[config.mk]
export PLATFORM = sky130hd
export DESIGN_NAME = ktet_cell
export DESIGN_NICKNAME = d
export VERILOG_FILES = /design/src/rtl/ktet_pkg.sv /design/src/rtl/ktet_cell.sv
export SDC_FILE = /design/constraint.sdc
export NUM_CORES = 1
export LEC_CHECK = 0
export BUFFER_PORTS_ARGS = -buffer_cell sky130_fd_sc_hd__clkbuf_2
export CORE_AREA = 5 5 125 127
export DETAILED_ROUTE_END_ITERATION = 10
export DIE_AREA = 0 0 130 132
export PLACE_DENSITY_LB_ADDON = 0.12
export SYNTH_ARGS = -nofsm -noshare
export SYNTH_HDL_FRONTEND = slang
export SYNTH_SLANG_ARGS = --single-unit
[constraint.sdc]
create_clock -name clk -period 3.4 [get_ports clk]
set_input_delay 0.17 -clock clk [delete_from_list [all_inputs] [get_ports clk]]
set_output_delay 0.17 -clock clk [all_outputs]
set_load 0.02 [all_outputs]
[src/rtl/ktet_pkg.sv]
// Package: sizes, command codes and shared types of the keyed tile entry table.
package ktet_pkg;

  localparam int MAX_ENTRIES = 64;
  localparam int CNT_W = $clog2(MAX_ENTRIES + 1);
  localparam int IDX_W = (MAX_ENTRIES > 1) ? $clog2(MAX_ENTRIES) : 1;
  localparam int GRP = 8;
  localparam int NGRP = (MAX_ENTRIES + GRP - 1) / GRP;

  typedef enum logic [1:0] {
    CMD_CLEAR  = 2'd0,
    CMD_ADD    = 2'd1,
    CMD_LOOKUP = 2'd2,
    CMD_ANY    = 2'd3
  } cmd_t;

  typedef struct packed {
    logic [15:0] key;
    logic        flag;
    logic [63:0] epoch;
  } entry_t;

  typedef struct packed {
    logic        hit;
    logic        flag;
    logic [63:0] epoch;
  } match_t;

  typedef struct packed {
    logic             cmp_en;
    logic             wr_en;
    logic             shift_en;
    logic [CNT_W-1:0] count;
    entry_t           req;
  } cell_ctrl_t;

endpackage

[src/rtl/ktet_cell.sv]
// Cell: one table slot with key compare; shifts from its neighbor on append.
module ktet_cell (
  input  logic                     clk,
  input  logic                     rst,
  input  logic [ktet_pkg::IDX_W-1:0] idx,
  input  ktet_pkg::cell_ctrl_t     ctrl,
  input  ktet_pkg::entry_t         prev,
  output ktet_pkg::entry_t         ent,
  output ktet_pkg::match_t         match
);
  import ktet_pkg::*;

  logic hit;

  always_ff @(posedge clk) begin
    if (ctrl.shift_en) begin
      ent <= prev;
    end else if (ctrl.wr_en && hit) begin
      ent.flag  <= ctrl.req.flag;
      ent.epoch <= ctrl.req.epoch;
    end
  end

  always_ff @(posedge clk) begin
    if (rst) begin
      hit <= 1'b0;
    end else if (ctrl.cmp_en) begin
      hit <= (CNT_W'(idx) < ctrl.count) && (ent.key == ctrl.req.key);
    end
  end

  always_comb begin
    match = '0;
    if (hit) begin
      match.hit   = 1'b1;
      match.flag  = ent.flag;
      match.epoch = ent.epoch;
    end
  end

endmodule

==> impl_metrics.json, run 1 <==
{
  "path_max_fanout": 68,
  "h-tree-depth": 3,
  "fin_worst_skew_ns": 0.00408,
  "netlist_area_um2": 4040,
  "ys.warnings.count": 0,
  "grt_pass1_wl_um": 19500,
  "place_inst": 771,
  "drv_cap": 0,
  "rr_startpoint": "hit",
  "io_pins": 327,
  "grt_pass1_vias": 3643,
  "min_from": "prev[73]",
  "setup_viol_count_final": 0,
  "synth_edf_count": 81,
  "grt_busiest_layer": "met2",
  "routedWlPerCell_um": 17.1,
  "core-area_um2": 14300,
  "arrival_ns": 2.17,
  "finalHoldViolCount": 0,
  "power.leakage_nw": 3.03,
  "cts_sinks": 82,
  "pwr-share-clk": 0.390,
  "port_buffers": 326,
  "die_w_um": 130,
  "syn_nets": 458,
  "clk_latency_ns": 0.33,
  "syn_to_final_growth_pct": 55.1,
  "cp-startpoint": "hit",
  "rows": 44,
  "period_share": 0.631,
  "p_switching_mw": 0.686,
  "final_nets": 790,
  "cts_root_buffer": "clkbuf_16",
  "drc_errors": 0,
  "worstSetupEndpointType": "flop",
  "grt_max_degree": 69,
  "grt_usage": 0.150,
  "switching_share": 0.242,
  "placed_cell_area_um2": 5870,
  "fin_cells": 794,
  "use_met1": 0.156,
  "postCtsSetupBuffers": 0,
  "final_area_um2": 6270,
  "num_vias": 3399,
  "overflow": 0,
  "slew_headroom": 0.440,
  "hold_class": "input port to flop",
  "totalWireLength_um": 13600,
  "dp_slack_ns": 1.21,
  "first_pass_iters": 4,
  "power_density_nw_per_um2": 452,
  "synth_cells": 273,
  "ys.flop_type": "edfxtp_1",
  "cts_buffers": 9,
  "antenna_found_initial": 0,
  "rsz0062_at_grt": "false",
  "hpwlAfterDp_um": 10900,
  "combPwrFrac": 0.159,
  "async_flop_share": 0,
  "start_util": 0.282,
  "setup_slack_ns": 1.26,
  "worstPathRequired_ns": 3.43,
  "cts_buffer_depth": 2,
  "power.internal_mw": 2.15,
  "tightest_slew_ns": 0.839,
  "fmax_mhz": 466,
  "vdd_ir_drop_max_mv": 0.187,
  "path_clk_slew_ns": 0.06,
  "gp_congestion": 0.754,
  "avgViaCountPerCell": 4.28,
  "drt_iter0_markers": 78,
  "pwr-share-seq": 0.451,
  "die_area_um2": 17200,
  "use_met2": 0.280,
  "drive_above_1_share": 0.677,
  "postRouteAntennaNets": 0,
  "yosysUniqueCellTypes": 26,
  "avgSynthCellArea_um2": 14.8,
  "num_antenna_cells": 0,
  "finalSetupTns_ns": 0,
  "synth-seq-cells": 82,
  "start_kind": "flop",
  "ys_seq_area_frac": 0.607,
  "maxSlewViolCount": 0,
  "finalPower_mw": 2.83,
  "crit_type": "flop to flop",
  "die_h_um": 132,
  "met3_usage": 0.0442,
  "postLayoutCoreUtil": 0.438,
  "outcome": "complete, no violations",
  "cts_tree": "built",
  "hold_ws_ns": 0.0166,
  "period_needed_ns": 2.14
}
## final timing paths
| kind | end | slack [ns] | cells after the start |
|---|---|---|---|
| max | ent[29] | 1.26 | 3 |
| min | ent[73] | 0.02 | 1 |
| max reg2reg | ent[29] | 1.26 | 3 |
| min reg2reg | hit | 0.77 | 4 |
## layer usage
layer / wire length [µm] / part of all wire
met5: 0 / 0
met3: 1320 / 0.097
met1: 4780 / 0.35
met4: 237 / 0.017
met2: 7240 / 0.53
## registers in the layout (all words and copies together) (netlist names)
signal / cells
ent: 81
hit: 1
## Yosys cell counts, types with 2 or more instances
library cell  count  area [µm²]
nand3_1           2        10.0
nor2b_1           2        12.5
a21o_1            3        22.5
clkbuf_1          7        26.3
xor2_1           15         131
and2_1           65         407
nor4_1            2        12.5
buf_2             3        15.0
buf_4             5        37.5
edfxtp_1         81        2430
mux2_2           65         732
inv_1             5        18.8
ha_1              5        62.6
## area by class of cell
cell class	instances	area [µm²]
fill	1381	8040
tap	184	230
multi-input combinational	170	1490
clock buffer	11	233
inverter	6	22.5
clock inverter	5	103
sequential	82	2450
timing repair buffer	336	1740
## power by group through the flow
stage | sequential [mW] | combinational, mW | clock (mW)
finish | 1.28 | 0.452 | 1.10
global route | 1.29 | 0.486 | 1.18
CTS | 1.28 | 0.459 | 1.14
detailed placement | 1.30 | 0.452 | 0
global placement | 1.30 | 0.448 | 0
floorplan | 1.39 | 0.121 | 0
## cell families (layout without fill, tap and decap cells)
logic type,count (synthesis),count (layout),synth area share
mux,65,65,0.181
compound gates,7,7,0.0173
buf+inv,21,358,0.0251
simple gates,78,78,0.122
flops,82,82,0.607
xor+xnor,15,15,0.0325
fa+ha+maj,5,5,0.0155
## critical path, cell delays in order, from the launching register on
cell and delay [ns]:
dfxtp_2 0.31, buf_4 0.42, a21o_2 0.77, buf_12 0.30
## repair_timing
item,in CTS,in global routing
endpoints found under the hold margin,5,2
hold buffers,5,2
gates resized for setup,0,0
## cells in the final DEF (no fill, tap or decap), types with 2 or more instances in the layout
cell           count
mux2_2            65
nor4_1             2
clkbuf_1           2
clkbuf_2         325
bufinv_16          3
xor2_1            15
a21o_1             2
buf_4              3
nand3_1            2
dlygate4sd3_1      7
and2_1            65
inv_1              5
edfxtp_1          81
clkbuf_16          9
ha_1               5
nor2b_1            2
Note: power is estimated with default switching activity, not from simulation.
==> run 2, diff against run 1 <==
Clock period 3.4 ns to 2.09 ns, I/O delays scaled along.
==> run 2 against run 1 <==
  * Via count up 2.1%
  * Clock skew up 0.0078 ns
  * Combinational power up 66%
  * Sequential share of layout area down 0.26 points
  * Final cell count up 1.5%
  * Clock power up 29%
  * Total power up 50%
  * Cell area up 0.66%
  * Sequential power up 62%
  * Critical path type is now flop to primary output
  * Critical endpoint is now match[38]
  * Largest power group unchanged
==> impl_metrics.json, run 2 (synthesis results as in run 1) <==
{
  "outcome": "complete, no violations",
  "grt_pass1_wl_um": 19700,
  "cts_tree": "built",
  "path_max_fanout": 36,
  "min_from": "ctrl[88]",
  "drc_errors": 0,
  "top_layer": "met4",
  "syn_to_final_growth_pct": 56.1,
  "grt_max_degree": 42,
  "finalHoldViolCount": 0,
  "grt_pass1_vias": 3639,
  "final_common_cell": "clkbuf_2",
  "cp-startpoint": "hit",
  "cpPeakStageDelay_ns": 0.34,
  "met3_length_um": 1510,
  "maxSlewViolCount": 0,
  "reg.largest.list": "ent: 81 flops, hit: 1 flops",
  "gp_congestion": 0.804,
  "reg2regPathDepth": 4,
  "largest_register": "ent",
  "period_share": 0.692,
  "num_antenna_cells": 0,
  "wl_met1_um": 4560,
  "die_w_um": 130,
  "multi_input_area_um2": 1490,
  "cts_root_buffer": "clkbuf_16",
  "fin_worst_skew_ns": 0.0119,
  "routedWlPerCell_um": 16.7,
  "die_area_um2": 17200,
  "core-area_um2": 14300,
  "final_nets": 802,
  "ctsResizeCount": 0,
  "overflow": 0,
  "first_pass_iters": 4,
  "slew_headroom": 0.646,
  "largest_reg_flops": 81,
  "rrSetupSlack_ns": 0.66,
  "avgViaCountPerCell": 4.30,
  "num_vias": 3469,
  "grt_usage": 0.151,
  "start_util": 0.282,
  "h-tree-depth": 3,
  "hpwlAfterDp_um": 11000,
  "setup_viol_count_final": 0,
  "rows": 44,
  "hold_class": "input port to flop",
  "mostFrequentLayoutCells": "325 x clkbuf_2, 81 x edfxtp_1, 65 x mux2_2, 65 x and2_1, 16 x dlygate4sd3_1",
  "placed_cell_area_um2": 5890,
  "tightest_slew_ns": 0.531,
  "drt_iter0_markers": 96,
  "port_buffers": 326,
  "drv_cap": 0,
  "clk_latency_ns": 0.33,
  "crit_chain": "buf_4 > and2_1 > clkbuf_2",
  "finalSetupTns_ns": 0,
  "power_density_nw_per_um2": 672,
  "worstSetupEndpointType": "primary output",
  "final_area_um2": 6310,
  "power.leakage_nw": 3.05,
  "nFillCells": 1371,
  "hold_depth": 1,
  "antenna_found_initial": 0,
  "r2r_end": "hit",
  "die_h_um": 132,
  "drive_above_1_share": 0.670,
  "wl_met2_um": 7160,
  "ff_latch_area_um2": 2450,
  "worstPathRequired_ns": 1.99,
  "period_needed_ns": 1.45,
  "cts_sinks": 82,
  "cts_buffer_depth": 2,
  "finalPower_mw": 4.24,
  "io_pins": 327,
  "rsz0062_at_grt": "false",
  "cts_buffers": 9,
  "path_clk_slew_ns": 0.06,
  "crit_type": "flop to primary output",
  "arrival_ns": 1.34,
  "totalWireLength_um": 13400,
  "crit_slowest_cell": "dfxtp_2",
  "fmax_mhz": 691,
  "vdd_ir_drop_max_mv": 0.317,
  "min_to": "ent[67]",
  "postRouteAntennaNets": 0,
  "rr_startpoint": "ent[70]",
  "start_kind": "flop",
  "postLayoutCoreUtil": 0.441
}
-- run 2: final cells by class --
cell class,count,area share
Tap cell,184,0.0365
Multi-Input combinational cell,170,0.236
Clock buffer,11,0.0369
Sequential cell,82,0.389
Inverter,6,0.00357
Timing Repair Buffer,348,0.293
Clock inverter,5,0.00496
-- run 2: routing by layer --
metal  up-vias  track usage
met2       194        0.285
met3        12       0.0442
met4         0       0.0572
met5         -            0
li1       1671            -
met1      1592        0.155
-- run 2: worst max-delay path by stage --
stage,depth (start not counted),end,slack (ns)
after detailed placement,4,hit,0.68
final,3,match[38],0.64
after global placement,4,hit,0.68
after floorplan,3,ent[0],0.03
after global routing,3,match[38],0.53
after CTS,3,match[38],0.60
-- run 2: power breakdown --
| group | leakage (nW) | internal (mW) | switching [mW] | total (mW) |
|---|---|---|---|---|
| Clock | 0.129 | 0.801 | 0.622 | 1.42 |
| Combinational | 2.12 | 0.353 | 0.396 | 0.749 |
| Sequential | 0.801 | 1.98 | 0.0872 | 2.07 |
| Total | 3.05 | 3.14 | 1.11 | 4.24 |
-- run 2: per-stage QoR --
stage               hold slack [ns]  setup slack, ns  std cells
floorplan                     0.203           0.0275        273
global placement              0.283            0.680        774
detailed placement            0.283            0.677        774
CTS                          0.0230            0.601        806
global route                 0.0269            0.529        806
finish                       0.0331            0.643        806
-- run 2: critical path, delay by kind of cell (launching register included) --
kind          cells  cell delay [ns]
simple gates      1             0.20
buf+inv           2             0.45
flops             1             0.34
-- run 2: repair_timing --
action / CTS / global route
endpoints found under the hold margin: 16 / 0
hold buffers: 16 / 0
setup buffers: 0 / 0
==> run 3, diff against run 2 <==
Clock period 2.09 ns to 1.4 ns, I/O delays scaled along.
==> run 3 against run 2 <==
  * Combinational power rose by 52%
  * Routed wire length fell by 3.7%
  * Count of clock-buffer cells in the layout did not move
  * Clock skew fell by 0.0056 ns
  * Highest routed layer unchanged
==> impl_metrics.json, run 3 (synthesis results as in run 1) <==
{
  "num_vias": 3407,
  "nFillCells": 1337,
  "die_w_um": 130,
  "cts_sinks": 82,
  "overflow": 0,
  "mostFrequentLayoutCells": "325 x clkbuf_2, 81 x edfxtp_1, 65 x mux2_2, 65 x and2_1, 16 x dlygate4sd3_1",
  "drc_errors": 0,
  "hpwlAfterDp_um": 10600,
  "die_area_um2": 17200,
  "tightest_slew_ns": 0.287,
  "maxSlewViolCount": 0,
  "cts_buffer_depth": 2,
  "first_pass_iters": 4,
  "path_clk_slew_ns": 0.06,
  "power_density_nw_per_um2": 1010,
  "largest_reg_flops": 81,
  "rsz0062_at_grt": "false",
  "power.leakage_nw": 3.08,
  "finalHoldViolCount": 0,
  "drv_cap": 0,
  "postLayoutCoreUtil": 0.447,
  "clk_latency_ns": 0.34,
  "drt_iter0_markers": 83,
  "hold_ws_ns": 0.0295,
  "arrival_ns": 1.23,
  "multi_input_area_um2": 1500,
  "core-area_um2": 14300,
  "cts_tree": "built",
  "path_max_fanout": 34,
  "fmax_mhz": 767,
  "h-tree-depth": 3,
  "rows": 44,
  "cts_root_buffer": "clkbuf_16",
  "setup_slack_ns": 0.0955,
  "period_needed_ns": 1.30,
  "fin_cells": 806,
  "slew_headroom": 0.807,
  "syn_to_final_growth_pct": 58.3,
  "grt_pass1_wl_um": 19500,
  "worstPathRequired_ns": 1.33,
  "grt_usage": 0.148,
  "outcome": "complete, no violations",
  "start_util": 0.282,
  "vdd_ir_drop_max_mv": 0.403,
  "finalPower_mw": 6.48,
  "routedWlPerCell_um": 16.1,
  "port_buffers": 326,
  "grt_pass1_vias": 3683,
  "antenna_found_initial": 0,
  "cts_buffers": 9,
  "setup_viol_count_final": 0,
  "place_inst": 775,
  "ff_latch_area_um2": 2450,
  "start_kind": "flop",
  "postCtsSetupBuffers": 0,
  "num_antenna_cells": 0,
  "largest_register": "ent",
  "worstSetupEndpointType": "primary output",
  "dp_slack_ns": 0.194,
  "final_nets": 803,
  "die_h_um": 132,
  "final_common_cell": "clkbuf_2",
  "fin_worst_skew_ns": 0.00631,
  "hold_class": "input port to flop",
  "crit_type": "flop to primary output",
  "reg.largest.list": "ent: 81 flops, hit: 1 flops",
  "io_pins": 327,
  "totalWireLength_um": 13000,
  "gp_congestion": 0.773,
  "drive_above_1_share": 0.669,
  "postRouteAntennaNets": 0,
  "grt_max_degree": 43,
  "avgViaCountPerCell": 4.23,
  "period_share": 0.932
}
==> run 3: changes by cell type in the layout (fill, tap and decap cells not counted) <==
cell	previous run	this run
clkinv_1	0	1
clkinvlp_4	1	0
a21o_2	1	0
a21o_4	0	1
clkinv_2	3	2
bufinv_16	0	1
clkinv_4	1	0
buf_12	1	6
buf_4	6	2
==> run 3: worst max-delay path, stage by stage, from the launching register on <==
cell      delay (ns)
dfxtp_2         0.40
buf_12          0.18
and2_1          0.15
clkbuf_2        0.17
==> run 3: report_power, final <==
part           internal [mW]  leakage, nW  switching [mW]
logic                  0.541         2.15           0.596
registers               2.96        0.801           0.119
clock network           1.36        0.137           0.908
==> run 3: worst paths after layout <==
path         startpoint   endpoint  slack (ns)  depth (start not counted)
min reg2reg         hit        hit        0.69                          3
max reg2reg     ent[80]        hit        0.19                          4
max                 hit  match[60]         0.1                          3
min            prev[45]    ent[45]        0.03                          2
==> run 3: layout make-up <==
| class | count | share of cell area |
|---|---|---|
| clock buffers | 11 | 0.0364 |
| multi-input cells | 170 | 0.234 |
| well taps | 184 | 0.0360 |
| clock inverters | 4 | 0.00684 |
| inverters | 6 | 0.00352 |
| flip-flops and latches | 82 | 0.383 |
| repair buffers | 349 | 0.300 |
==> run 3: per-stage QoR <==
stage               setup TNS [ns]  area [µm²]
global route                     0        6400
floorplan                    -6.11        4070
detailed placement               0        5940
global placement                 0        5940
CTS                         -0.478        6380
finish                           0        6400
==> run 3: per-layer routing <==
layer / part of all wire / up-vias / routed length (µm) / global-route usage
met5: 0 / - / 0 / 0
met4: 0.025 / 0 / 323 / 0.0699
met3: 0.085 / 21 / 1100 / 0.0369
met2: 0.54 / 163 / 7030 / 0.273
met1: 0.35 / 1549 / 4500 / 0.154
li1: - / 1674 / - / -
==> run 3: repair_timing <==
| action | 4_1_cts | 5_1_grt |
|---|---|---|
| gates cloned | 0 | 0 |
| hold buffers | 16 | 0 |
| resized for setup | 0 | 6 |
| endpoints found under the hold margin | 16 | 0 |
| endpoints found under the setup margin | 41 | 65 |
